[config.mk]
export PLATFORM = sky130hd
export DESIGN_NAME = stsum_useq
export DESIGN_NICKNAME = d
export VERILOG_FILES = /design/src/design/stsum_pkg.sv /design/src/design/stsum_useq.sv
export SDC_FILE = /design/constraint.sdc
export NUM_CORES = 1
export LEC_CHECK = 0
export ABC_AREA = 1
export BUFFER_PORTS_ARGS = -buffer_cell sky130_fd_sc_hd__clkbuf_2
export CORE_AREA = 2 2 39 41
export DETAILED_ROUTE_END_ITERATION = 10
export DIE_AREA = 0 0 41 43
export PLACE_DENSITY = 0.76
export SLEW_MARGIN = 25
export SYNTH_ARGS = -nofsm -noshare
export SYNTH_HDL_FRONTEND = slang
export SYNTH_SLANG_ARGS = --single-unit
export TNS_END_PERCENT = 20
[constraint.sdc]
create_clock -name clk -period 5.8 [get_ports clk]
set_clock_uncertainty 0.05 [all_clocks]
set_input_delay 1.16 -clock clk [delete_from_list [all_inputs] [get_ports clk]]
set_output_delay 1.16 -clock clk [all_outputs]
set_load 0.1 [all_outputs]
[src/design/stsum_pkg.sv]
// Shared types, constants and the control program of the range-sum tree.
package stsum_pkg;

    // Field widths of the ports.
    localparam int CMD_W = 2;
    localparam int POS_W = 11;
    localparam int VAL_W = 16;
    localparam int OUT_W = 26;
    localparam int CNT_W = 11;

    // Defaults and limits.
    localparam int DEF_MAX_LEAVES = 1024;
    localparam logic [CNT_W-1:0] LEAF_COUNT_RESET = CNT_W'(1024);
    localparam logic [OUT_W-1:0] SUM_MAX = {OUT_W{1'b1}};

    // Command codes.
    localparam logic [CMD_W-1:0] CMD_CLEAR = 2'd0;
    localparam logic [CMD_W-1:0] CMD_WRITE = 2'd1;
    localparam logic [CMD_W-1:0] CMD_QUERY = 2'd2;

    // Program step addresses.
    localparam int STEP_W = 4;
    localparam logic [STEP_W-1:0] STEP_IDLE     = 4'd0;
    localparam logic [STEP_W-1:0] STEP_CLR      = 4'd1;
    localparam logic [STEP_W-1:0] STEP_CLR_END  = 4'd2;
    localparam logic [STEP_W-1:0] STEP_WR_LEAF  = 4'd3;
    localparam logic [STEP_W-1:0] STEP_WR_RD    = 4'd4;
    localparam logic [STEP_W-1:0] STEP_WR_SUM   = 4'd5;
    localparam logic [STEP_W-1:0] STEP_WR_END   = 4'd6;
    localparam logic [STEP_W-1:0] STEP_Q_SETUP  = 4'd7;
    localparam logic [STEP_W-1:0] STEP_Q_RD     = 4'd8;
    localparam logic [STEP_W-1:0] STEP_Q_ACC    = 4'd9;
    localparam logic [STEP_W-1:0] STEP_Q_OUT    = 4'd10;
    localparam logic [STEP_W-1:0] STEP_Q_END    = 4'd11;

    // Datapath operation of one step.
    typedef enum logic [3:0] {
        UOP_NOP,
        UOP_CLEAR,
        UOP_WLEAF,
        UOP_WREAD,
        UOP_WSUM,
        UOP_QSETUP,
        UOP_QREAD,
        UOP_QACC,
        UOP_QOUT
    } uop_t;

    // Jump condition of one step; when false the program falls through.
    typedef enum logic [3:0] {
        C_NEXT,
        C_ALWAYS,
        C_DISPATCH,
        C_CLR_MORE,
        C_WR_BAD,
        C_K_MORE,
        C_Q_EMPTY,
        C_Q_MORE,
        C_OUT_BUSY
    } cond_t;

    typedef struct packed {
        uop_t              uop;
        cond_t             cond;
        logic [STEP_W-1:0] target;
    } ucode_word_t;

    // Control from the sequencer to the datapath.
    typedef struct packed {
        uop_t uop;
        logic accept;
    } dp_ctrl_t;

    // Status from the datapath to the sequencer.
    typedef struct packed {
        logic clr_more;
        logic wr_bad;
        logic k_more;
        logic q_empty;
        logic q_more;
        logic out_busy;
    } dp_flags_t;

    // Control store: one word per step.
    function automatic ucode_word_t ucode_fetch(input logic [STEP_W-1:0] step);
        ucode_word_t w;
        unique case (step)
            STEP_IDLE:    w = '{UOP_NOP,    C_DISPATCH, STEP_IDLE};
            STEP_CLR:     w = '{UOP_CLEAR,  C_CLR_MORE, STEP_CLR};
            STEP_CLR_END: w = '{UOP_NOP,    C_ALWAYS,   STEP_IDLE};
            STEP_WR_LEAF: w = '{UOP_WLEAF,  C_WR_BAD,   STEP_IDLE};
            STEP_WR_RD:   w = '{UOP_WREAD,  C_NEXT,     STEP_IDLE};
            STEP_WR_SUM:  w = '{UOP_WSUM,   C_K_MORE,   STEP_WR_RD};
            STEP_WR_END:  w = '{UOP_NOP,    C_ALWAYS,   STEP_IDLE};
            STEP_Q_SETUP: w = '{UOP_QSETUP, C_Q_EMPTY,  STEP_Q_OUT};
            STEP_Q_RD:    w = '{UOP_QREAD,  C_NEXT,     STEP_IDLE};
            STEP_Q_ACC:   w = '{UOP_QACC,   C_Q_MORE,   STEP_Q_RD};
            STEP_Q_OUT:   w = '{UOP_QOUT,   C_OUT_BUSY, STEP_Q_OUT};
            STEP_Q_END:   w = '{UOP_NOP,    C_ALWAYS,   STEP_IDLE};
            default:      w = '{UOP_NOP,    C_ALWAYS,   STEP_IDLE};
        endcase
        return w;
    endfunction

endpackage

[src/design/stsum_useq.sv]
// Microcode sequencer: step counter, control store fetch and jump logic.
module stsum_useq (
    input  logic                         clk,
    input  logic                         rst_n,
    input  logic                         in_valid,
    input  logic [stsum_pkg::CMD_W-1:0]  command,
    output logic                         in_ready,
    output stsum_pkg::dp_ctrl_t          ctrl,
    input  stsum_pkg::dp_flags_t         flags
);

    logic [stsum_pkg::STEP_W-1:0] step_reg;
    logic [stsum_pkg::STEP_W-1:0] step_next;
    stsum_pkg::ucode_word_t       word;
    logic                         accept;
    logic                         take;

    assign word     = stsum_pkg::ucode_fetch(step_reg);
    assign in_ready = (step_reg == stsum_pkg::STEP_IDLE);
    assign accept   = in_valid && in_ready;
    assign ctrl     = '{uop: word.uop, accept: accept};

    // Evaluate the jump condition of the current word.
    always_comb
    begin
        case (word.cond)
            stsum_pkg::C_ALWAYS:   take = 1'b1;
            stsum_pkg::C_CLR_MORE: take = flags.clr_more;
            stsum_pkg::C_WR_BAD:   take = flags.wr_bad;
            stsum_pkg::C_K_MORE:   take = flags.k_more;
            stsum_pkg::C_Q_EMPTY:  take = flags.q_empty;
            stsum_pkg::C_Q_MORE:   take = flags.q_more;
            stsum_pkg::C_OUT_BUSY: take = flags.out_busy;
            default:               take = 1'b0;
        endcase
    end

    // Next step: dispatch on the command in idle, otherwise jump or fall through.
    always_comb
    begin
        if (word.cond == stsum_pkg::C_DISPATCH)
        begin
            step_next = stsum_pkg::STEP_IDLE;
            if (accept)
            begin
                unique case (command)
                    stsum_pkg::CMD_CLEAR: step_next = stsum_pkg::STEP_CLR;
                    stsum_pkg::CMD_WRITE: step_next = stsum_pkg::STEP_WR_LEAF;
                    stsum_pkg::CMD_QUERY: step_next = stsum_pkg::STEP_Q_SETUP;
                    default:              step_next = stsum_pkg::STEP_IDLE;
                endcase
            end
        end
        else if (take)
        begin
            step_next = word.target;
        end
        else
        begin
            step_next = step_reg + stsum_pkg::STEP_W'(1);
        end
    end

    // Reset starts in the clear program so the tree begins at zero.
    always_ff @(posedge clk or negedge rst_n)
    begin
        if (!rst_n)
        begin
            step_reg <= stsum_pkg::STEP_CLR;
        end
        else
        begin
            step_reg <= step_next;
        end
    end

endmodule

==> reports/metrics.cfg <==
[global_routing]
track_usage_pct=17.3
grt_pass1_wl_um=2130
grt_pass1_vias=581
antenna_found_initial=0
grt_overflow_total=0
grt_max_degree=11

[final_layout]
drive_gt1_share_pct=26.3
fillCellCount=158
final_common_cell=nand2_1
area_growth_pct=16.6
final_cell_mix=nand2_1, nand3_1, clkbuf_2
final_cells=130
finalInstanceArea_um2=704
num_antenna_cells=0
largest_reg_flops=4
fin_nets=133

[logic_synthesis]
yosys.area.top_type=nand2_1
synth_warnings=0
ys_seq_area_share_pct=16.8
synth-compound-area-share_pct=7.04
yosysTopAreaCellShare_pct=18.6
synth_area_leaders=nand2_1, ha_1, nand3_1, dfrtp_1, inv_1
synth_fa_ha_area_share_pct=14.5
synth_nets=115
synth_top_family_by_area=simple AND/OR/NAND/NOR gates
synth_cells=97
synth_xor_area_share_pct=1.45
yosys_register_bits=4
synth_area_um2=604
synth_area_per_cell_um2=6.23
yosysUniqueCellTypes=24
synth.area.mux_share_pct=0
synth-simple-area-share_pct=47.0

[sta]
relSlewSlack_pct=64.1
fin_crit_sh_pct=57.1
fin_tns_setup_ns=0
min_period_ns=3.31
fmax_mhz=302
final_hold_viol_count=0
hold_ws_ns=0.591
setup_violations=0
rsz0062_at_grt=no
slew_viol_final=0
tightestPinTransition_ns=0.540

[clock_network]
cts_resized=0
cts-htree-levels=1
path_clk_slew_ns=0.04
cts_tree=yes
cts_setup_buffers=0
postCtsHoldBufs=0
cts_root_buffer=clkbuf_4
clock_path_buffers=2
numClockSinks=4
clkLatencyLatePin_ns=0.23
cts-buffers-inserted=3

[drt]
viasPerCell=4.99
vias=649
ant_nets=0
dr.pass1.iters=3
drt_iter0_drc=4
totalWireLength_um=1300
wl_per_cell_um=10.0
drc=0

[floorplanning]
die_w_um=41
core_area_mm2=0.00138
die_y_um=43
die_area_mm2=0.00176
pin_count=17
start_util_pct=43.7
core.rowCount=14

[setup_path]
end_kind=output port
cp_max_fo=7
start_kind=flop
required_ns=4.59
cp.arrival_ns=2.10
critical_path_class=reg -> out

[place]
dpl_cell_area_um2=678
place_hpwl_um=1120
gp_congestion=0.957
placedCellCount=126
io_buffers=16

[min_path]
hold_path.class=reg -> reg

[job]
cap_violations=0

[status]
status=finished, final reports clean

-- worst max-delay path, cell delays in order, from the launching register on --
cell      delay, ns
dfstp_2        0.58
inv_1          0.08
ha_1           0.33
or2_4          0.26
o21ai_0        0.14
clkbuf_2       0.47
-- final cells by class --
| class | count | area (um^2) | share of cell area, % |
|---|---|---|---|
| inverter | 13 | 53.8 | 7.64 |
| clock buffer | 4 | 26.3 | 3.73 |
| multi-input combinational | 77 | 423 | 60.0 |
| tap | 16 | 20.0 | 2.84 |
| sequential | 4 | 101 | 14.4 |
| timing repair buffer | 16 | 80.1 | 11.4 |
-- layer usage --
metal	routed length [um]	global-route usage, %	part of all wire (%)	vias up
met5	0	0	0	-
met4	38	8.00	2.9	0
met3	72	5.24	5.5	5
met2	635	29.4	49	20
met1	557	18.2	43	281
li1	-	-	-	343
-- logic make-up after synthesis --
family / count (synthesis)
AOI/OAI and AO/OA: 8
xor gates and xnor gates: 1
adders and majority gates: 7
buffers and inverters: 16
DFF: 4
and+or+nand+nor: 61
-- cells in the mapped netlist (all sizes together) --
cell type  instances
nand2             33
nand3             16
inv               13
ha                 7
nor2               7
o21ai              4
a21oi              3
buf                3
dfrtp              3
or2                2
dfstp              1
nand3b             1
nand4              1
nor3               1
o211ai             1
xor2               1
-- metrics by stage --
step,utilization [%],worst slack (ns)
CTS,50.9,2.47
finish,50.9,2.49
global route,50.9,2.41
global placement,49.0,2.76
floorplan,-,1.29
detailed placement,49.0,2.73
-- final timing paths --
check	startpoint	endpoint	slack, ns	depth (start not counted)
max	step_reg[0]$_DFF_PN1_	ctrl[1]	2.49	5
min	step_reg[0]$_DFF_PN1_	step_reg[0]$_DFF_PN1_	0.59	3
max reg2reg	step_reg[0]$_DFF_PN1_	step_reg[0]$_DFF_PN1_	3.64	9
min reg2reg	step_reg[0]$_DFF_PN1_	step_reg[0]$_DFF_PN1_	0.59	3
max in group asynchronous	rst_n	step_reg[0]$_DFF_PN1_	4.82	1
min in group asynchronous	rst_n	step_reg[1]$_DFF_PN0_	0.67	1
Power is left out: the tool's default activity adds up to more than one toggle a clock period on the data nets, which glitch-free logic cannot reach.
